### config.mk
export PLATFORM = sky130hd
export DESIGN_NAME = gfdt_queue
export DESIGN_NICKNAME = d
export VERILOG_FILES = /design/src/rtl/gray_framebuffer_dirty_tracker_defines.svh /design/src/rtl/gfdt_pkg.sv /design/src/rtl/gfdt_queue.sv
export SDC_FILE = /design/constraint.sdc
export NUM_CORES = 1
export LEC_CHECK = 0
export ABC_AREA = 1
export BUFFER_PORTS_ARGS = -buffer_cell sky130_fd_sc_hd__buf_2
export CAP_MARGIN = 20
export CORE_MARGIN = 2
export CORE_UTILIZATION = 50
export CTS_BUF_LIST = sky130_fd_sc_hd__clkbuf_2 sky130_fd_sc_hd__clkbuf_4 sky130_fd_sc_hd__clkbuf_8
export CTS_CLUSTER_SIZE = 8
export DETAILED_ROUTE_END_ITERATION = 16
export GPL_TIMING_DRIVEN = 0
export PLACE_DENSITY_LB_ADDON = 0.25
export SLEW_MARGIN = 20
export SYNTH_ARGS = -nofsm -noshare
export SYNTH_HDL_FRONTEND = slang
export SYNTH_SLANG_ARGS = --single-unit
### constraint.sdc
create_clock -name clk -period 4.83 [get_ports clk]
set_input_delay 0.483 -clock clk [delete_from_list [all_inputs] [get_ports clk]]
set_output_delay 0.483 -clock clk [all_outputs]
set_load 0.01 [all_outputs]
### src/rtl/gray_framebuffer_dirty_tracker_defines.svh
// Assertion macros for the gray framebuffer dirty tracker.
`ifndef GRAY_FRAMEBUFFER_DIRTY_TRACKER_DEFINES_SVH
`define GRAY_FRAMEBUFFER_DIRTY_TRACKER_DEFINES_SVH
`ifndef NO_ASSERTIONS
// same-cycle implication, sampled on clk, off during reset
`define GFDT_ASSERT_IMP(name, pre, post) \
	name: assert property (@(posedge clk) disable iff (!arst_n) (pre) |-> (post)) \
		else $error("gfdt assertion failed: same-cycle implication");
// next-cycle implication, sampled on clk, off during reset
`define GFDT_ASSERT_NXT(name, pre, post) \
	name: assert property (@(posedge clk) disable iff (!arst_n) (pre) |=> (post)) \
		else $error("gfdt assertion failed: next-cycle implication");
`else
`define GFDT_ASSERT_IMP(name, pre, post)
`define GFDT_ASSERT_NXT(name, pre, post)
`endif
`endif

### src/rtl/gfdt_pkg.sv
// Shared constants, types and op codes of the gray framebuffer dirty tracker.
`timescale 1ns / 1ps
package gfdt_pkg;

	localparam int MAX_WIDTH  = 1024;
	localparam int MAX_HEIGHT = 1024;

	// fixed field widths
	localparam int CMD_W  = 2;
	localparam int PIX_W  = 10;
	localparam int SRC_W  = 8;
	localparam int GRAY_W = 4;
	localparam int DIM_W  = 11;
	localparam int CNT_W  = 11;

	localparam logic [CNT_W-1:0] CNT_MAX = '1;

	// command codes
	localparam logic [CMD_W-1:0] CMD_DRAW   = 2'd0;
	localparam logic [CMD_W-1:0] CMD_COMMIT = 2'd1;
	localparam logic [CMD_W-1:0] CMD_CLEAR  = 2'd2;

	// config register indexes
	localparam int CFG_IDX_W = 2;
	localparam logic [CFG_IDX_W-1:0] REG_PANEL_WIDTH  = 2'd0;
	localparam logic [CFG_IDX_W-1:0] REG_PANEL_HEIGHT = 2'd1;
	localparam logic [DIM_W-1:0] PANEL_WIDTH_RST  = 11'd960;
	localparam logic [DIM_W-1:0] PANEL_HEIGHT_RST = 11'd540;

	// classified op kinds
	localparam int OP_W = 3;
	localparam logic [OP_W-1:0] OP_NOP    = 3'd0;
	localparam logic [OP_W-1:0] OP_DRAW   = 3'd1;
	localparam logic [OP_W-1:0] OP_FAIL   = 3'd2;
	localparam logic [OP_W-1:0] OP_COMMIT = 3'd3;
	localparam logic [OP_W-1:0] OP_CLEAR  = 3'd4;

	// gray store: 16 pixels (8 bytes) per word, fixed row pitch
	localparam int G_PIX      = 16;
	localparam int G_WORD_W   = G_PIX * GRAY_W;
	localparam int G_SEL_W    = $clog2(G_PIX);
	localparam int G_ROW_WORDS = (MAX_WIDTH + G_PIX - 1) / G_PIX;
	localparam int G_DEPTH    = G_ROW_WORDS * MAX_HEIGHT;
	localparam int G_AW       = (G_DEPTH > 1) ? $clog2(G_DEPTH) : 1;

	// dirty marks: 64 pixels per word
	localparam int M_PIX      = 64;
	localparam int M_SEL_W    = $clog2(M_PIX);
	localparam int M_ROW_WORDS = (MAX_WIDTH + M_PIX - 1) / M_PIX;
	localparam int M_DEPTH    = M_ROW_WORDS * MAX_HEIGHT;
	localparam int M_AW       = (M_DEPTH > 1) ? $clog2(M_DEPTH) : 1;

	// row counts
	localparam int R_AW = (MAX_HEIGHT > 1) ? $clog2(MAX_HEIGHT) : 1;

	// queue between front and back
	localparam int Q_DEPTH = 2;
	localparam int Q_AW    = (Q_DEPTH > 1) ? $clog2(Q_DEPTH) : 1;

	typedef logic [G_AW-1:0]    gaddr_t;
	typedef logic [M_AW-1:0]    maddr_t;
	typedef logic [R_AW-1:0]    raddr_t;
	typedef logic [G_SEL_W-1:0] gsel_t;
	typedef logic [M_SEL_W-1:0] msel_t;
	typedef logic [Q_AW-1:0]    qptr_t;
	typedef logic [Q_AW:0]      qcnt_t;

	// sweep end points, all within the gray address range
	localparam gaddr_t G_LAST = gaddr_t'(G_DEPTH - 1);
	localparam gaddr_t M_LAST = gaddr_t'(M_DEPTH - 1);
	localparam gaddr_t R_LAST = gaddr_t'(MAX_HEIGHT - 1);

	typedef struct packed {
		logic [OP_W-1:0]   kind;
		logic [GRAY_W-1:0] gray;
		gaddr_t            gaddr;
		gsel_t             gsel;
		maddr_t            maddr;
		msel_t             msel;
		raddr_t            row;
	} op_t;

	typedef struct packed {
		logic valid;
		logic full;
	} q_stat_t;

endpackage

### src/rtl/gfdt_queue.sv
// Short op queue between the front end and the back end.
`timescale 1ns / 1ps
module gfdt_queue (
	input  logic              clk,
	input  logic              arst_n,
	input  logic              push,
	input  gfdt_pkg::op_t     push_op,
	input  logic              pop,
	output gfdt_pkg::q_stat_t q_stat,
	output gfdt_pkg::op_t     q_op
);

	gfdt_pkg::op_t   ent_q [gfdt_pkg::Q_DEPTH];
	gfdt_pkg::qptr_t wr_ptr_q;
	gfdt_pkg::qptr_t rd_ptr_q;
	gfdt_pkg::qcnt_t cnt_q;

	localparam gfdt_pkg::qptr_t PTR_LAST = gfdt_pkg::qptr_t'(gfdt_pkg::Q_DEPTH - 1);
	localparam gfdt_pkg::qcnt_t CNT_FULL = gfdt_pkg::qcnt_t'(gfdt_pkg::Q_DEPTH);

	assign q_stat.valid = (cnt_q != '0);
	assign q_stat.full  = (cnt_q == CNT_FULL);
	assign q_op         = ent_q[rd_ptr_q];

	always_ff @(posedge clk or negedge arst_n) begin
		if (!arst_n) begin
			wr_ptr_q <= '0;
			rd_ptr_q <= '0;
			cnt_q    <= '0;
		end else begin
			if (push) begin
				wr_ptr_q <= (wr_ptr_q == PTR_LAST) ? '0 : wr_ptr_q + 1'b1;
			end
			if (pop) begin
				rd_ptr_q <= (rd_ptr_q == PTR_LAST) ? '0 : rd_ptr_q + 1'b1;
			end
			if (push && !pop) begin
				cnt_q <= cnt_q + 1'b1;
			end else if (pop && !push) begin
				cnt_q <= cnt_q - 1'b1;
			end
		end
	end

	always_ff @(posedge clk) begin
		if (push) begin
			ent_q[wr_ptr_q] <= push_op;
		end
	end

endmodule

[Word-level counts from Yosys, hierarchy flattened]
Memory sizes are Yosys's and may differ from the RTL's.
Cells that the tools add are included.
Storage, ports and cells
  register bits after elaboration: 4
  bits in writable memories: 114
  output and inout bits: 59
  logic and storage cells: 21
  memories kept: 1
Cells by class
  add/subtract/negate cells: 4
  eq/ne operators: 1
  multiplexer cells: 6
  reductions and logical operators: 6
Memories
  ent_q: words 2, width 57, rd ports 1, clocked after memory_dff 0, wr ports 1, RTL line gfdt_queue.sv:13  | gfdt_pkg::op_t ent_q [gfdt_pkg::Q_DEPTH];
Operator list (number)
  two-way mux 1 bit: 4
  two-way mux 2 bit: 2
  nonzero test 2 bit: 2
  adder 1 bit, second input constant: 2
  adder 2 x 1 -> 2 bit, second input constant: 1
  == test 2 bit, second input constant: 1
  logical AND 1 bit: 2
  logical NOT 1 bit: 2
  subtractor 2 x 1 -> 2 bit, second input constant: 1

[Logic depth before layout (Yosys ltp)]
Gate-level depths: netlist of the first run.
  depth after elaboration: 4
  mapped depth: 7
  gate-level depth less buffers: 7

[Worst setup path after synthesis of the first run]
Ideal clock, no wire load.
  path kind: input port to flip-flop
  start point: input port push
  end point: memory ent_q[0][0] (netlist name), enable pin
  arrival: 2915 ps
  data required time: 4357 ps
  path slack: 1442 ps
  stages: 2
  path buffers: 0
  path through: inv_1 nor2_1
On the way
  word-level cells in the longest chain between the ends: 2
RTL lines
  from (decl): RTL line gfdt_queue.sv:6  | input logic push,
  two-way mux 1 bit: RTL line gfdt_queue.sv:46  | if (push) begin
  two-way mux 1 bit (not written as such): RTL line gfdt_queue.sv:47  | ent_q[wr_ptr_q] <= push_op;
  to (decl): RTL line gfdt_queue.sv:13
No other way between the ends.

==> results of run 1 <==
## per-layer routing
metal / routed length (um) / GRT usage [%]
met5: 0 / 0
met4: 83 / 7.05
met3: 421 / 6.73
met2: 3920 / 27.8
met1: 3050 / 18.3
## cells by family (layout without fill, tap and decap cells)
kind of cell / count (synthesis) / count (layout)
xor gates and xnor gates: 3 / 3
adders and majority gates: 1 / 1
buffers and inverters: 13 / 168
DFF: 118 / 118
muxes: 57 / 57
and+or+nand+nor: 10 / 10
## worst paths after layout
kind	start	endpoint
max	rd_ptr_q	q_op[10]
min	push_op[0]	ent_q[1][0]
max reg2reg	wr_ptr_q	ent_q[1][9]
min reg2reg	cnt_q[1]	cnt_q[1]
max in group asynchronous	arst_n	rd_ptr_q
min in group asynchronous	arst_n	cnt_q[0]
## layout make-up
cell class | count | area share [%]
Sequential cell | 118 | 62.7
Timing Repair Buffer | 123 | 11.9
Clock buffer | 20 | 4.57
Multi-Input combinational cell | 71 | 14.3
Clock inverter | 12 | 2.74
Tap cell | 108 | 2.41
Inverter | 7 | 0.512
Buffer | 6 | 0.869
## placed cells by master, fill, tap and decap left out
cell	netlist	routed
nand2_1	6	6
ha_1	1	1
mux2_2	37	37
bufinv_16	0	3
inv_6	0	1
buf_2	3	122
xor2_1	2	2
nor2_4	0	1
inv_4	0	1
mux2_4	20	20
dlygate4sd3_1	0	1
nor2_1	2	1
nand4_1	1	1
edfxtp_1	114	114
xnor2_1	1	1
inv_1	7	6
dfrtp_1	4	4
clkinvlp_4	0	3
clkbuf_4	0	3
buf_12	0	3
clkinv_2	0	3
buf_6	3	3
clkinv_4	0	2
clkbuf_8	0	17
nand3_1	1	1
## state kept, by name, indices dropped and copies added, names as in the netlist
register and cells:
rd_ptr_q 1, cnt_q 2, wr_ptr_q 1, ent_q 114
## through the flow
stage / setup TNS, ns / util [%] / worst slack (ns)
floorplan: 0 / - / 1.44
global placement: -1.62 / 59.4 / -0.0314
detailed placement: 0 / 60.2 / 3.11
CTS: 0 / 65.0 / 2.65
global route: 0 / 65.0 / 2.58
finish: 0 / 65.0 / 2.70
## where the power goes
group          internal, mW  total [mW]  switching (mW)
Sequential             1.36        1.41          0.0555
Clock                 0.527       0.903           0.376
Combinational         0.487       0.979           0.492
## repair_timing
action,4_1_cts,5_1_grt
endpoints found under the hold margin,4,0
hold buffers,1,0
gates resized for setup,0,0
==> flow_summary.ini, run 1 <==
[synth]
yosysMostFrequentCell = edfxtp_1
synth.area.top_cells = edfxtp_1 78%, mux2_2 9.5%, mux2_4 6.8%
ys_warn_count = 0
ys.flop_type = edfxtp_1
synth_cells = 202
syn_area_per_cell_sq_um = 21.8
synth_fa_ha_area_share_pct = 0.285
postSynthNetCount = 264
synth_common_cells = 114 x edfxtp_1, 37 x mux2_2, 20 x mux2_4, 7 x inv_1, 6 x nand2_1
synth-xor-area-share_pct = 0.598
ys_ff_latch = 118
synth_edf_count = 114
synth_top_area_share_pct = 77.9
synthMuxAreaShare_pct = 16.3
synth-simple-area-share_pct = 0.939
synth_top_family_by_area = multiplexers
synth_compound_gate_area_share_pct = 0
synth.distinct_cells = 14
async_flop_share_pct = 3.39
synth_area_leader_cell = edfxtp_1
yosysSeqAreaShare_pct = 80.2
syn-cell-area_sq_mm = 0.00440

[routing]
wirelength_um = 7480
routedWlPerCell_um = 16.1
drcViolationCount = 0
drt.antenna.violating_nets = 0
via_per_inst = 4.85
drt_iter0_drc = 69
dr.pass1.iters = 4
vias = 2253

[global_route]
antenna_found_initial = 0
track_usage_pct = 16.4
grt_pass1_vias = 2370
grt_overflow_total = 0
grt_max_degree = 35
grt_pass1_wl_um = 11500

[setup_path]
path_delay_family = buffers and inverters
start_kind = flip-flop
ff2ff_setup_slack_ns = 3.41
worstPathRequired_ns = 4.35
r2r_cells = 3
crit_top_cell = buf_6
max_stage_delay_ns = 0.39
cp-end-kind = output port
crit_chain = buf_6 > buf_6 > mux2_4 > buf_2
crit_fanout = 10
crit_path_top_delay_cell = dfrtp_1
crit_buf_inv = 3
crit_type = flip-flop to output port
arrival_ns = 1.64
worstSetupPathDepth = 4

[timing]
worstMarginPinSlew_ns = 0.370
clock_skew_ns = 0.00901
slew_headroom_pct = 75.3
min_period_ns = 2.13
hold_viol_final = 0
max_freq_ghz = 0.471
finalSetupViolations = 0
fin_crit_sh_pct = 44.0
holdWs_ns = 0.254
rsz0062_at_grt = false
slew_viol_final = 0

[hold_path]
min_path_cells = 1
hp-class = input port to flip-flop

[job]
maxCapViolations = 0

[cells_and_area]
antenna_cells = 0
final_cells = 465
stdcell_area_sq_mm = 0.00562
drive_gt1_share_pct = 61.3
synthToLayoutAreaGrowth_pct = 27.8
regArea_sq_mm = 0.00352
nNetsFinal = 406
multiInputGateArea_sq_um = 805
fillers = 656

[floorplan]
die-area_sq_mm = 0.00956
rows = 34
die_w_um = 97.8
core_region_area_sq_mm = 0.00864
ios = 120
chipHeight_um = 97.8
start_util_pct = 50.9

[placement]
io_buffers = 119
dp_hpwl_um = 5010
dp_cells = 432
placed_area_sq_mm = 0.00520
gp_congestion = 0.675

[power_and_ir_drop]
p_total_mw = 3.30
power.density_mw_per_mm2 = 587
power_leakage_nw = 2.24
peakVddDrop_v = 0.000304

[clocking]
htreeDepth = 4
clkSinkCount = 118
cts_made_buffers = 17
clk_path_buf_depth = 2
clkTransAtPathRegs_ns = 0.07
post-cts-setup-buffers = 0
cts_tree = built
cts_root_buffer = clkbuf_8
insertion_delay_ns = 0.41

[outcome]
status = finished, final reports clean
Note: power is estimated with default switching activity, not from simulation.
==> inputs of run 2 (changes only) <==
--- a/config.mk
+++ b/config.mk
@@ -9,7 +9,7 @@
 export BUFFER_PORTS_ARGS = -buffer_cell sky130_fd_sc_hd__buf_2
 export CAP_MARGIN = 20
 export CORE_MARGIN = 2
-export CORE_UTILIZATION = 50
+export CORE_UTILIZATION = 49
 export CTS_BUF_LIST = sky130_fd_sc_hd__clkbuf_2 sky130_fd_sc_hd__clkbuf_4 sky130_fd_sc_hd__clkbuf_8
 export CTS_CLUSTER_SIZE = 8
 export DETAILED_ROUTE_END_ITERATION = 16
==> constraint.sdc (replaced) <==
create_clock -name clk -period 1.8 [get_ports clk]
set_input_delay 0.18 -clock clk [delete_from_list [all_inputs] [get_ports clk]]
set_output_delay 0.18 -clock clk [all_outputs]
set_load 0.01 [all_outputs]
==> run 2 against run 1 <==
Compared with the run above: clock-buffer cell count rose by 1; power grew to 2.8 times the previous value; sequential power rose to 2.7 times the previous value; sequential cell count unchanged; combinational power grew to 3.3 times the previous value; cell area up 14%; sequential share of layout area fell by 7.7 points; critical path type unchanged.
==> flow_summary.ini, run 2 (same netlist as run 1, synthesis figures left out) <==
[routing]
drt.antenna.violating_nets = 0
vias = 2489
drt_iter0_drc = 92
dr.pass1.iters = 4
wirelength_um = 8410
via_per_inst = 4.71
drcViolationCount = 0
routedWlPerCell_um = 15.9

[timing]
fin_crit_sh_pct = 98.3
finalSetupViolations = 0
slew_viol_final = 0
min_period_ns = 1.77
slew_headroom_pct = 65.2
worstMarginPinSlew_ns = 0.521
max_freq_ghz = 0.565
hold_viol_final = 0
clock_skew_ns = 0.00638
rsz0062_at_grt = true

[cells_and_area]
final_cells = 528
synthToLayoutAreaGrowth_pct = 45.6
largest_register = ent_q
final_cell_mix = 114 x edfxtp_1, 98 x buf_2, 60 x dlygate4sd3_1, 37 x mux2_2, 22 x buf_6
drive_gt1_share_pct = 52.9
antenna_cells = 0
final_common_cell = edfxtp_1
final_util_pct = 73.4
nNetsFinal = 469
largest_registers = ent_q: 114 flops, cnt_q: 2 flops
fillers = 553
largest_reg_flops = 114

[clocking]
cts_root_buffer = clkbuf_8
clkTransAtPathRegs_ns = 0.07
clk_path_buf_depth = 2
htreeDepth = 4
clkSinkCount = 118
insertion_delay_ns = 0.41
cts_made_buffers = 17
cts_tree = built

[setup_path]
arrival_ns = 1.59
crit_fanout = 9
ff2ff_setup_slack_ns = 0.15
start_kind = flip-flop
crit_type = flip-flop to output port
worstPathRequired_ns = 1.62
cp-end-kind = output port

[global_route]
grt_pass1_wl_um = 13100
track_usage_pct = 18.0
grt_max_degree = 25
grt_pass1_vias = 2683
antenna_found_initial = 0
grt_overflow_total = 0

[power_and_ir_drop]
power_leakage_nw = 2.55
power.density_mw_per_mm2 = 1430
peakVddDrop_v = 0.000858
p_total_mw = 9.17

[hold_path]
hp-class = input port to async pin

[floorplan]
rows = 34
start_util_pct = 50.4
ios = 120
chipHeight_um = 98.7
die_w_um = 98.7
die-area_sq_mm = 0.00974
core_region_area_sq_mm = 0.00872

[placement]
dp_cells = 433
gp_congestion = 0.664
dp_hpwl_um = 4940
io_buffers = 119

[job]
maxCapViolations = 0

[outcome]
status = finished, final reports clean
run 2: changes by cell type in the layout (fill, tap and decap cells not counted), sizes merged:
cell,previous run,this run
inv,8,6
clkinvlp,3,4
bufinv,3,1
clkbuf,20,23
dlygate4sd3,1,60
buf,128,130
clkinv,5,7
run 2: power by group:
| group | total [mW] | internal [mW] | switching [mW] |
|---|---|---|---|
| combinational | 3.26 | 1.83 | 1.43 |
| clock | 2.10 | 1.13 | 0.971 |
| sequential | 3.81 | 3.65 | 0.166 |
run 2: worst paths after layout:
path / start / cells past startpoint / endpoint
min reg2reg: cnt_q[1] / 2 / cnt_q[1]
min in group clk: push_op[20] / 2 / ent_q[1][20]
max reg2reg: wr_ptr_q / 4 / ent_q[1][1]
min: arst_n / 2 / cnt_q[0]
max in group asynchronous: arst_n / 2 / rd_ptr_q
max: rd_ptr_q / 4 / q_op[26]
run 2: critical path: stages (launching register included):
cell       delay, ns
dfrtp_2         0.44
buf_12          0.16
clkbuf_16       0.16
mux2_4          0.30
buf_6           0.12
run 2: stage by stage:
stage	setup TNS [ns]	setup slack, ns	cell area [sq um]	hold slack, ns
2_1_floorplan	0	0.0760	4410	-0.116
3_3_place_gp	-44.77	-0.428	5140	-0.0119
3_5_place_dp	0	0.119	5240	-0.00786
4_1_cts	-0.505	-0.0423	6350	0.0816
5_1_grt	-0.290	-0.0272	6400	0.0898
6_report	0	0.0304	6400	0.110
run 2: layout make-up:
cell class                      instances  area, sq um  area share (%)
Buffer                                  6         82.6            1.29
Clock buffer                           21          264            4.13
Clock inverter                         11         85.1            1.33
Inverter                                7         30.0           0.469
Multi-Input combinational cell         71          805            12.6
Sequential cell                       118         3520            55.1
Tap cell                              108          135            2.11
Timing Repair Buffer                  186         1470            23.0
run 2: timing repair:
action	CTS	global route
endpoints found under the setup margin	49	48
gates resized for setup	25	8
endpoints found under the hold margin	120	0
hold buffers	60	0
gates cloned	0	1
buffers inserted	2	0
run 2: per-layer routing:
layer / global-route usage (%) / part of all wire (%) / vias up
met5: 0 / 0 / -
met4: 6.01 / 0.65 / 0
met3: 6.88 / 6.1 / 8
met2: 30.0 / 52 / 85
met1: 21.7 / 41 / 1197
li1: - / - / 1199
