**config.mk**
```make
export PLATFORM = sky130hd
export DESIGN_NAME = gfdt_front
export DESIGN_NICKNAME = d
export VERILOG_FILES = /design/src/rtl/gray_framebuffer_dirty_tracker_defines.svh /design/src/rtl/gfdt_pkg.sv /design/src/rtl/gfdt_front.sv
export SDC_FILE = /design/constraint.sdc
export NUM_CORES = 1
export LEC_CHECK = 0
export BUFFER_PORTS_ARGS = -buffer_cell sky130_fd_sc_hd__buf_2
export CELL_PAD_IN_SITES_DETAIL_PLACEMENT = 1
export CELL_PAD_IN_SITES_GLOBAL_PLACEMENT = 1
export CORE_MARGIN = 1.5
export CORE_UTILIZATION = 22
export DETAILED_ROUTE_END_ITERATION = 10
export PLACE_DENSITY = 0.88
export SLEW_MARGIN = 20
export SYNTH_ARGS = -nofsm -noshare
export SYNTH_HDL_FRONTEND = slang
export SYNTH_SLANG_ARGS = --single-unit
```
**constraint.sdc**
```tcl
create_clock -name vclk -period 3.6
set_clock_uncertainty 0.1 [all_clocks]
set_input_delay 0.54 -clock vclk [all_inputs]
set_output_delay 0.54 -clock vclk [all_outputs]
set_load 0.02 [all_outputs]
```
**src/rtl/gray_framebuffer_dirty_tracker_defines.svh**
```systemverilog
// Assertion macros for the gray framebuffer dirty tracker.
`ifndef GRAY_FRAMEBUFFER_DIRTY_TRACKER_DEFINES_SVH
`define GRAY_FRAMEBUFFER_DIRTY_TRACKER_DEFINES_SVH
`ifndef NO_ASSERTIONS
// same-cycle implication, sampled on clk, off during reset
`define GFDT_ASSERT_IMP(name, pre, post) \
	name: assert property (@(posedge clk) disable iff (!arst_n) (pre) |-> (post)) \
		else $error("gfdt assertion failed: same-cycle implication");
// next-cycle implication, sampled on clk, off during reset
`define GFDT_ASSERT_NXT(name, pre, post) \
	name: assert property (@(posedge clk) disable iff (!arst_n) (pre) |=> (post)) \
		else $error("gfdt assertion failed: next-cycle implication");
`else
`define GFDT_ASSERT_IMP(name, pre, post)
`define GFDT_ASSERT_NXT(name, pre, post)
`endif
`endif

```
**src/rtl/gfdt_pkg.sv**
```systemverilog
// Shared constants, types and op codes of the gray framebuffer dirty tracker.
`timescale 1ns / 1ps
package gfdt_pkg;

	localparam int MAX_WIDTH  = 1024;
	localparam int MAX_HEIGHT = 1024;

	// fixed field widths
	localparam int CMD_W  = 2;
	localparam int PIX_W  = 10;
	localparam int SRC_W  = 8;
	localparam int GRAY_W = 4;
	localparam int DIM_W  = 11;
	localparam int CNT_W  = 11;

	localparam logic [CNT_W-1:0] CNT_MAX = '1;

	// command codes
	localparam logic [CMD_W-1:0] CMD_DRAW   = 2'd0;
	localparam logic [CMD_W-1:0] CMD_COMMIT = 2'd1;
	localparam logic [CMD_W-1:0] CMD_CLEAR  = 2'd2;

	// config register indexes
	localparam int CFG_IDX_W = 2;
	localparam logic [CFG_IDX_W-1:0] REG_PANEL_WIDTH  = 2'd0;
	localparam logic [CFG_IDX_W-1:0] REG_PANEL_HEIGHT = 2'd1;
	localparam logic [DIM_W-1:0] PANEL_WIDTH_RST  = 11'd960;
	localparam logic [DIM_W-1:0] PANEL_HEIGHT_RST = 11'd540;

	// classified op kinds
	localparam int OP_W = 3;
	localparam logic [OP_W-1:0] OP_NOP    = 3'd0;
	localparam logic [OP_W-1:0] OP_DRAW   = 3'd1;
	localparam logic [OP_W-1:0] OP_FAIL   = 3'd2;
	localparam logic [OP_W-1:0] OP_COMMIT = 3'd3;
	localparam logic [OP_W-1:0] OP_CLEAR  = 3'd4;

	// gray store: 16 pixels (8 bytes) per word, fixed row pitch
	localparam int G_PIX      = 16;
	localparam int G_WORD_W   = G_PIX * GRAY_W;
	localparam int G_SEL_W    = $clog2(G_PIX);
	localparam int G_ROW_WORDS = (MAX_WIDTH + G_PIX - 1) / G_PIX;
	localparam int G_DEPTH    = G_ROW_WORDS * MAX_HEIGHT;
	localparam int G_AW       = (G_DEPTH > 1) ? $clog2(G_DEPTH) : 1;

	// dirty marks: 64 pixels per word
	localparam int M_PIX      = 64;
	localparam int M_SEL_W    = $clog2(M_PIX);
	localparam int M_ROW_WORDS = (MAX_WIDTH + M_PIX - 1) / M_PIX;
	localparam int M_DEPTH    = M_ROW_WORDS * MAX_HEIGHT;
	localparam int M_AW       = (M_DEPTH > 1) ? $clog2(M_DEPTH) : 1;

	// row counts
	localparam int R_AW = (MAX_HEIGHT > 1) ? $clog2(MAX_HEIGHT) : 1;

	// queue between front and back
	localparam int Q_DEPTH = 2;
	localparam int Q_AW    = (Q_DEPTH > 1) ? $clog2(Q_DEPTH) : 1;

	typedef logic [G_AW-1:0]    gaddr_t;
	typedef logic [M_AW-1:0]    maddr_t;
	typedef logic [R_AW-1:0]    raddr_t;
	typedef logic [G_SEL_W-1:0] gsel_t;
	typedef logic [M_SEL_W-1:0] msel_t;
	typedef logic [Q_AW-1:0]    qptr_t;
	typedef logic [Q_AW:0]      qcnt_t;

	// sweep end points, all within the gray address range
	localparam gaddr_t G_LAST = gaddr_t'(G_DEPTH - 1);
	localparam gaddr_t M_LAST = gaddr_t'(M_DEPTH - 1);
	localparam gaddr_t R_LAST = gaddr_t'(MAX_HEIGHT - 1);

	typedef struct packed {
		logic [OP_W-1:0]   kind;
		logic [GRAY_W-1:0] gray;
		gaddr_t            gaddr;
		gsel_t             gsel;
		maddr_t            maddr;
		msel_t             msel;
		raddr_t            row;
	} op_t;

	typedef struct packed {
		logic valid;
		logic full;
	} q_stat_t;

endpackage

```
**src/rtl/gfdt_front.sv**
```systemverilog
// Front end: accepts items, range-checks draws and builds store addresses.
`timescale 1ns / 1ps
module gfdt_front (
	input  logic                             in_valid,
	output logic                             in_stall,
	input  logic [gfdt_pkg::CMD_W-1:0]       cmd,
	input  logic [gfdt_pkg::PIX_W-1:0]       pixel_x,
	input  logic [gfdt_pkg::PIX_W-1:0]       pixel_y,
	input  logic [gfdt_pkg::SRC_W-1:0]       source_gray,
	input  logic [gfdt_pkg::DIM_W-1:0]       panel_width,
	input  logic [gfdt_pkg::DIM_W-1:0]       panel_height,
	input  gfdt_pkg::q_stat_t                q_stat,
	input  logic                             init_busy,
	output logic                             push,
	output gfdt_pkg::op_t                    push_op
);

	logic           x_ok;
	logic           y_ok;
	gfdt_pkg::raddr_t row;

	// effective size is min(register, max) -> both compares must pass
	assign x_ok = ({1'b0, pixel_x} < panel_width) &&
		(32'(pixel_x) < 32'(gfdt_pkg::MAX_WIDTH));
	assign y_ok = ({1'b0, pixel_y} < panel_height) &&
		(32'(pixel_y) < 32'(gfdt_pkg::MAX_HEIGHT));

	assign row = gfdt_pkg::raddr_t'(pixel_y);

	assign in_stall = q_stat.full || init_busy;
	assign push     = in_valid && !in_stall;

	always_comb begin
		push_op.gray  = source_gray[gfdt_pkg::SRC_W-1 -: gfdt_pkg::GRAY_W];
		push_op.row   = row;
		push_op.gaddr = gfdt_pkg::gaddr_t'(
			gfdt_pkg::gaddr_t'(row) * gfdt_pkg::gaddr_t'(gfdt_pkg::G_ROW_WORDS) +
			gfdt_pkg::gaddr_t'(pixel_x[gfdt_pkg::PIX_W-1:gfdt_pkg::G_SEL_W]));
		push_op.gsel  = pixel_x[gfdt_pkg::G_SEL_W-1:0];
		push_op.maddr = gfdt_pkg::maddr_t'(
			gfdt_pkg::maddr_t'(row) * gfdt_pkg::maddr_t'(gfdt_pkg::M_ROW_WORDS) +
			gfdt_pkg::maddr_t'(pixel_x[gfdt_pkg::PIX_W-1:gfdt_pkg::M_SEL_W]));
		push_op.msel  = pixel_x[gfdt_pkg::M_SEL_W-1:0];
		case (cmd)
			gfdt_pkg::CMD_DRAW: begin
				push_op.kind = (x_ok && y_ok) ? gfdt_pkg::OP_DRAW : gfdt_pkg::OP_FAIL;
			end
			gfdt_pkg::CMD_COMMIT: begin
				push_op.kind = gfdt_pkg::OP_COMMIT;
			end
			gfdt_pkg::CMD_CLEAR: begin
				push_op.kind = gfdt_pkg::OP_CLEAR;
			end
			default: begin
				push_op.kind = gfdt_pkg::OP_NOP;
			end
		endcase
	end

endmodule

```
Word-level counts from Yosys, hierarchy flattened
Index checks and enable logic that the tools add are counted.

Register bits after elaboration: 0. Latch bits: 0. Memory bits (writable): 0. Memory bits (read-only): 0. Bits of input ports: 56. Output and inout bits: 59. Word-level logic and storage cells: 13. Memories kept: 0.

Add/sub/neg operators: 2. Multipliers: 0. Divide/modulo/power cells: 0. Magnitude comparators: 2. Equality and inequality tests: 2. Shift operators: 0. Mux-type cells: 2. Bitwise gates (word level): 0. Reductions and logical operators: 5.

Operator list (count): $lt A10 B11 Y1 (2); $add A16 B6 Y16 (1); $add A14 B4 Y14 (1); $pmux W3 S3 (1); $eq A2 B1 Y1 const B (1); $eq A2 B2 Y1 const B (1); $logic_and A1 B1 Y1 (2); $logic_not A2 Y1 (1); $mux W2 (1); $logic_not A1 Y1 (1); $logic_or A1 B1 Y1 (1).

Logic depth before layout (Yosys ltp)
Gate-level depths: netlist of run 1.

Word-level depth: 4. Gate-level depth with buffers: 6. Depth with buffers taken out: 6.

Worst setup path after synthesis of run 1
No wires, ideal clock.

Path kind: in2out. From: input panel_height[2] (netlist bit). To: output push_op[54] (netlist bit). Data arrival time: 2.081 ns. Required time: 2.960 ns. Setup slack: 0.879 ns. Cell stages on the path: 6. Buffers on the path: 0. Cell sequence: inv_1 > ha_1 > a21oi_1 > o21ai_0 > a22o_1 > o41ai_1.

RTL lines: from (decl) (RTL line gfdt_front.sv:11) `input logic [gfdt_pkg::DIM_W-1:0] panel_height,`; to (decl) (RTL line gfdt_front.sv:15) `output gfdt_pkg::op_t push_op`.

==> results of run 1 <==
[layout make-up]
type / count / area [um^2]
well taps: 50 / 62.6
fillers: 545 / 2900
repair buffers: 102 / 510
inverters: 20 / 75.1
multi-input cells: 53 / 427
[routing by layer]
| metal | global-route usage [%] | up-vias |
|---|---|---|
| met2 | 19.7 | 67 |
| met1 | 8.30 | 399 |
| li1 | - | 457 |
| met5 | 0 | - |
| met3 | 0.833 | 0 |
| met4 | 0 | 0 |
[report_power, final]
| group | total (mW) | switching (mW) | internal [mW] |
|---|---|---|---|
| sequential | 0 | 0 | 0 |
| combinational | 0.155 | 0.0925 | 0.0627 |
| clock | 0 | 0 | 0 |
| total | 0.155 | 0.0925 | 0.0627 |
[through the flow]
step	setup WS (ns)	area, um^2
after floorplan	0.879	907
after global placement	0.917	1070
after detailed placement	0.907	1070
after CTS	0.902	1070
after global routing	0.861	1070
final	0.897	1070
[worst paths after layout]
kind | startpoint | endpoint | slack, ns
max | pixel_y[2] | push_op[54] | 0.90
min | source_gray[5] | push_op[51] | 0.98
[worst max-delay path, cell delays in order]
cell and delay (ns):
buf_2 0.11, ha_1 0.30, a21oi_1 0.14, o21ai_0 0.12
a22o_1 0.25, o41ai_1 0.37, buf_2 0.23
[cell usage in the layout (no fill, tap or decap), drive strengths merged]
master | synthesis | final
o21a | 2 | 2
inv | 20 | 20
a22o | 1 | 1
o22ai | 2 | 2
nand4b | 2 | 2
nor2 | 2 | 2
nand2 | 7 | 7
ha | 18 | 18
a21oi | 8 | 8
o41ai | 1 | 1
or2 | 1 | 1
nor2b | 2 | 2
buf | 54 | 102
o41a | 1 | 1
nor3 | 2 | 2
a21o | 2 | 2
o21ai | 2 | 2
[cells by family after synthesis]
logic type,count (synthesis),share of synthesized area [%]
compound gates,19,13.4
fa+ha+maj,18,24.8
buf+inv,74,53.0
simple gates,16,8.83
==> metrics, run 1 <==
status finished clean; FF/Latch Area 0 um^2; antenna violations before repair 0; DRC viols 0; routed wl met3 ~280 um; Total GRT Usage 8.58%; clock buffer count 0; most frequent cell after synthesis buf_4; worst hold slack 0.980 ns; DP HPWL around 2.2 mm; fin crit share about three quarters; max capacitance violation total 0; area leader, netlist buf_4; RSZ-0062 raised after global routing false; DRT Wirelength 2.28 mm; Mean Syn Cell Area between 7 and 8 um^2; largest net degree at the start of global routing 5; leakage roughly 0.72 nW; total grt overflow 0; Via density 4.10; worst min-delay path class in -> out; Max Slew Vio Count 0; worst vdd ir 35.8 uV; Critical Path RT about 3.0 ns; io pins around 120; Critical Path End Type output port; DR top layer met3; DIE HEIGHT ~67 um; Core ar. 3970 um^2; CP startpoint kind input pin; Core Rows 23; Worst slew margin roughly 79%; # hold bufs at CTS 0; GPL Wtd Cong 0.629; width of the die between 60 and 70 um; Critical Path AT 2.06 ns; FMAX 370 MHz; area share of the largest cell type after synthesis 44.7%; post-synthesis cell type count 17; Post-Syn Area 907 um^2; first-pass GRT wire length 3.07 mm; met1 wire length ~770 um; PD cells 144 nW/um^2; syn nets 201; Area Growth Syn to Fin 18.5%; Routed Antenna Nets 0; YS warnings 0; die area 4520 um^2; Max Fanout on Critical Path 4; hold depth 0; final setup vio count 0; Crit Path Class in -> out; vias approximately 920; Mapped Cells 127; post-cts sizing count 0; seq_cells 0; per-cell routed wire length 10.1 um; Core Util, Final 27.1%; sequential area share after synthesis 0%; fin crit period 2.70 ns; Ant. Diodes 0; final hold vios 0; 1st-iter DRT viols 7; Fin Setup TNS 0 ns; Overall Power 0.155 mW; number of global-route vias before repair 794; Worst Tran Pin Value a little over 0.3 ns; initial core utilization a little under a quarter; Non-Filler Instances 225; met2 wire length ~1.2 mm; share of cells above drive strength 1 58.9%; Setup Fix Bufs, Post-CTS 0; Area contributors post-synth buf_4 45%, ha_1 25%, inv_1 8.3%; Placed Cells 225; TritonRoute pass-1 iters 2; port buffer count 102; Final nets between 200 and 300; most frequent cells after synthesis 54 x buf_4, 20 x inv_1, 18 x ha_1, 8 x a21oi_1, 7 x nand2_1
(Power assumes the default switching activity.)
==> inputs of run 2 (changes only) <==
- ABC_AREA: not set -> 1
- CORE_UTILIZATION: 22 -> 21
- PLACE_DENSITY: 0.88 -> 0.82
- clock period: 3.6 -> 2.8 ns (I/O delays scaled with it)
==> metrics, run 2 <==
DRT Wirelength 2.32 mm (+1.8%); post-synthesis cell type count 11 (-6); Max Fanout on Critical Path 4 (unchanged); failing checks DRC; Post-Syn Area 995 um^2 (+9.7%); YS warnings 0 (unchanged); Area Growth Syn to Fin 17.1%; sequential area share after synthesis 0% (unchanged); worst vdd ir 40.3 uV (+13%); antenna violations before repair 0 (unchanged); most frequent cells after synthesis 54 x buf_4, 32 x inv_1, 29 x nand2_1, 18 x ha_1, 12 x nor2_1; fin crit period 2.19 ns; Setup Fix Bufs, Post-CTS 0 (unchanged); clock buffer count 0 (unchanged); fin crit share 78.3%; FF/Latch Area 0 um^2 (unchanged); Total GRT Usage 7.92% (-0.66 points); Non-Filler Instances 261 (+16%); worst min-delay path class in -> out; leading cell types in the layout, fill and taps excluded 102 x buf_2, 32 x inv_1, 29 x nand2_1; Crit Path Class in -> out; most frequent cell after synthesis buf_4; initial core utilization 22.4% (-0.46 points); fill count 619 (+14%); first-pass GRT wire length 3.48 mm (+13%); syn nets 235 (+17%); CP max-delay cell ha_1; DIE HEIGHT 71.8 um (+6.9%); 1st-iter DRT viols 14 (+7); Area contributors post-synth buf_4 41%, ha_1 23%, inv_1 12%; Critical Path AT 1.67 ns (-0.39 ns); total grt overflow 0 (unchanged); RSZ-0062 raised after global routing false; status finished, violations left; CP max stage delay 0.31 ns (-0.06 ns); leakage 0.832 nW (+15%); largest net degree at the start of global routing 5 (unchanged); per-cell routed wire length 8.88 um (-12%); TritonRoute pass-1 iters 7 (+5); DRC viols 8 (+8); final setup vio count 0 (unchanged); FMAX 456 MHz; Worst Tran Pin Value 0.133 ns (-0.175 ns); Fin Setup TNS 0 ns (unchanged); area leader, netlist buf_4; Placed Cells 261 (+16%); Routed Antenna Nets 0 (unchanged); Mapped Cells 161 (+27%); width of the die 71.8 um (+6.9%); final hold vios 0 (unchanged); number of global-route vias before repair 918 (+16%); max capacitance violation total 0 (unchanged); Critical Path RT 2.28 ns (-0.68 ns); GPL Wtd Cong 0.627 (-0.35%); Worst slew margin 91.1% (+12 points); worst hold slack 0.740 ns (-0.240 ns); Final nets 285 (+14%); seq_cells 0 (unchanged); share of cells above drive strength 1 51.7% (-7.2 points); # hold bufs at CTS 0 (unchanged); Core ar. 4440 um^2 (+12%); Mean Syn Cell Area 6.18 um^2 (-14%); cell mode on critical path nand2_1; Core Util, Final 26.2% (-0.85 points); area of the multi-input gates 469 um^2 (+10%); most common cell after layout, fill and taps aside buf_2; Max Slew Vio Count 0 (unchanged); crit-path cells buf_2, ha_1, a21o_1, nor2_1, nor2_1, nor2_2, nand2_1, nand2_1, nand2_1, buf_2; Ant. Diodes 0 (unchanged); Critical Path End Type output port; Overall Power 0.208 mW (+34%); vias 1003 (+8.7%); area share of the largest cell type after synthesis 40.8% (-3.9 points); PD cells 178 nW/um^2 (+23%); io pins 115 (unchanged); die area 5160 um^2 (+14%); Core Rows 24 (+4.3%); port buffer count 102 (unchanged); CP startpoint kind input pin; DP HPWL 2.27 mm (+1.4%); Via density 3.84 (-6.3%); post-cts sizing count 0 (unchanged)
[run 2: per-layer routing]
| metal | wire (um) | share of wire, % | global-route usage, % |
|---|---|---|---|
| met5 | 0 | 0 | 0 |
| met4 | 0 | 0 | 0.210 |
| met3 | 264 | 11 | 0.844 |
| met2 | 1310 | 56 | 18.0 |
| met1 | 747 | 32 | 7.66 |
[run 2: logic make-up after synthesis]
group	after synthesis	synth area share, %
AOI/OAI and AO/OA	8	4.28
buffers and inverters	86	52.8
and+or+nand+nor	49	20.3
adders and majority gates	18	22.6
[run 2: cell type report]
type	count	share of cell area (%)
well taps	52	5.59
repair buffers	102	43.8
inverters	32	10.3
multi-input cells	75	40.3
[run 2: worst paths after layout]
path | cells past startpoint | end | start
max | 10 | push_op[55] | pixel_y[2]
min | 0 | push_op[53] | source_gray[7]
[run 2: report_power, final]
| part | switching (mW) | internal [mW] |
|---|---|---|
| Sequential | 0 | 0 |
| Combinational | 0.126 | 0.0816 |
| Clock | 0 | 0 |
| Total | 0.126 | 0.0816 |
[run 2: critical path: cells and delay by family]
kind / cells / cell delay (ns)
and+or+nand+nor: 6 / 0.48
adders and majority gates: 1 / 0.31
buffers and inverters: 2 / 0.28
AOI/OAI and AO/OA: 1 / 0.19
[run 2: through the flow]
stage | cell area [um^2] | setup WS, ns
final | 1160 | 0.608
after global routing | 1160 | 0.436
after CTS | 1160 | 0.564
after detailed placement | 1160 | 0.569
after global placement | 1160 | 0.597
after floorplan | 995 | 0.921
==> inputs of run 3 (changes only) <==
- ABC_AREA: 1 -> 0
- CORE_UTILIZATION: 21 -> 20
- PLACE_DENSITY: 0.82 -> 0.8
- clock period: 2.8 -> 2.2 ns (I/O delays scaled with it)
==> metrics, run 3 (synthesis gave the netlist of run 1 again) <==
status finished clean; worst min-delay path class in -> out; final setup vio count 0 (unchanged); Worst Tran Pin Value 0.239 ns (+0.106 ns); Max Fanout on Critical Path 2 (-2); DIE HEIGHT 70.3 um (-2.1%); FF/Latch Area 0 um^2 (unchanged); fin crit period 2.14 ns; pre-CTS setup slack -0.0780 ns (-0.647 ns); Critical Path End Type output port; # hold bufs at CTS 0 (unchanged); CP startpoint kind input pin; Total GRT Usage 9.03% (+1.1 points); fin crit share 97.1%; Core ar. 4350 um^2 (-2.0%); leakage 0.779 nW (-6.4%); per-cell routed wire length 10.7 um (+21%); worst vdd ir 57.4 uV (+42%); Max Slew Vio Count 0 (unchanged); Ant. Diodes 0 (unchanged); PD cells 234 nW/um^2 (+31%); Area Growth Syn to Fin 46.6%; port buffer count 102 (unchanged); FMAX 468 MHz; io pins 115 (unchanged); Critical Path AT 1.71 ns (+0.04 ns); seq_cells 0 (unchanged); share of cells above drive strength 1 73.7% (+22 points); Critical Path RT 1.77 ns (-0.51 ns); fill count 561 (-9.4%); antenna violations before repair 0 (unchanged); most common cell after layout, fill and taps aside buf_2; Final nets 262 (-8.1%); max capacitance violation total 0 (unchanged); total grt overflow 0 (unchanged); TritonRoute pass-1 iters 2 (-5); DP HPWL 2.25 mm (-0.88%); first-pass GRT wire length 3.76 mm (+7.9%); number of global-route vias before repair 935 (+1.9%); GPL Wtd Cong 0.649 (+3.5%); width of the die 70.3 um (-2.1%); post-route setup slack 0.0648 ns (-0.543 ns); WHS Endpoint push_op[50]; initial core utilization 20.8% (-1.5 points); Worst slew margin 84.1% (-7.1 points); DRT Wirelength 2.56 mm (+10%); CP max stage delay 0.42 ns (+0.11 ns); Crit Path Class in -> out; Via density 4.05 (+5.3%); Core Util, Final 30.5% (+4.3 points); DRC viols 0 (-8); HP Start source_gray[4]; worst setup path startpoint panel_width[9]; Routed Antenna Nets 0 (unchanged); leading cell types in the layout, fill and taps excluded 99 x buf_2, 13 x inv_1, 11 x buf_4; largest net degree at the start of global routing 5 (unchanged); final hold vios 0 (unchanged); die area 4950 um^2 (-4.1%); CP max-delay cell o41a_1; Core Rows 24 (unchanged); hold depth 0 (unchanged); 1st-iter DRT viols 10 (-4); crit-path cells buf_2, inv_1, ha_4, nand4b_1, nor3_2, a22o_1, o41a_1, buf_6; worst hold slack 0.560 ns (-0.180 ns); vias 963 (-4.0%); clock buffer count 0 (unchanged); RSZ-0062 raised after global routing false
-- run 3: cell types whose count changed in the layout (fill, tap and decap cells not counted), moves of 3 or more --
cell | previous run | this run
buf_2 | 102 | 99
buf_4 | 0 | 11
buf_6 | 0 | 3
ha_1 | 18 | 9
ha_4 | 0 | 9
inv_1 | 32 | 13
inv_2 | 0 | 5
nand2_1 | 29 | 6
nor2_1 | 12 | 2
nor2_2 | 3 | 0
-- run 3: cell type report --
cell class | count | area [um^2] | area share, %
well taps | 52 | 65.1 | 4.89
multi-input cells | 53 | 573 | 43.1
repair buffers | 113 | 612 | 46.0
inverters | 20 | 80.1 | 6.02
-- run 3: worst max-delay path: cells and delay by family --
family / cells / cell delay [ns]
AO/OA/AOI/OAI: 2 / 0.65
adder cells (fa/ha/maj): 1 / 0.20
buffers and inverters: 3 / 0.32
AND/OR/NAND/NOR: 2 / 0.22
-- run 3: power by group --
| part | internal, mW | switching [mW] |
|---|---|---|
| clock network | 0 | 0 |
| registers | 0 | 0 |
| logic | 0.137 | 0.173 |
| total | 0.137 | 0.173 |
-- run 3: worst max path at each step --
stage	endpoint	cells past startpoint
after floorplan	push_op[54]	6
after CTS	push_op[55]	7
final	push_op[55]	8
after global routing	push_op[55]	8
after detailed placement	push_op[55]	7
after global placement	push_op[55]	7
-- run 3: through the flow --
| stage | power [mW] | instances | setup TNS, ns | instance area (um^2) |
|---|---|---|---|---|
| 5_1_grt | 0.340 | 238 | 0 | 1330 |
| 4_1_cts | 0.296 | 237 | 0 | 1260 |
| 3_5_place_dp | 0.272 | 235 | -0.109 | 1140 |
| 3_3_place_gp | 0.264 | 235 | -0.0692 | 1140 |
| 2_1_floorplan | 0.217 | 127 | 0 | 915 |
| 6_report | 0.311 | 238 | 0 | 1330 |
-- run 3: repair_timing --
action | CTS | global route
endpoints found under the setup margin | 2 | 2
endpoints found under the hold margin | 0 | 0
pin swaps | 6 | 8
setup buffers | 2 | 1
resized for setup | 14 | 16
-- run 3: metal layers --
metal	global-route usage (%)	share of wire (%)	routed length (um)
met1	7.58	32	819
met2	21.3	58	1480
met3	0.866	8.5	218
met4	1.50	1.7	43
met5	0	0	0
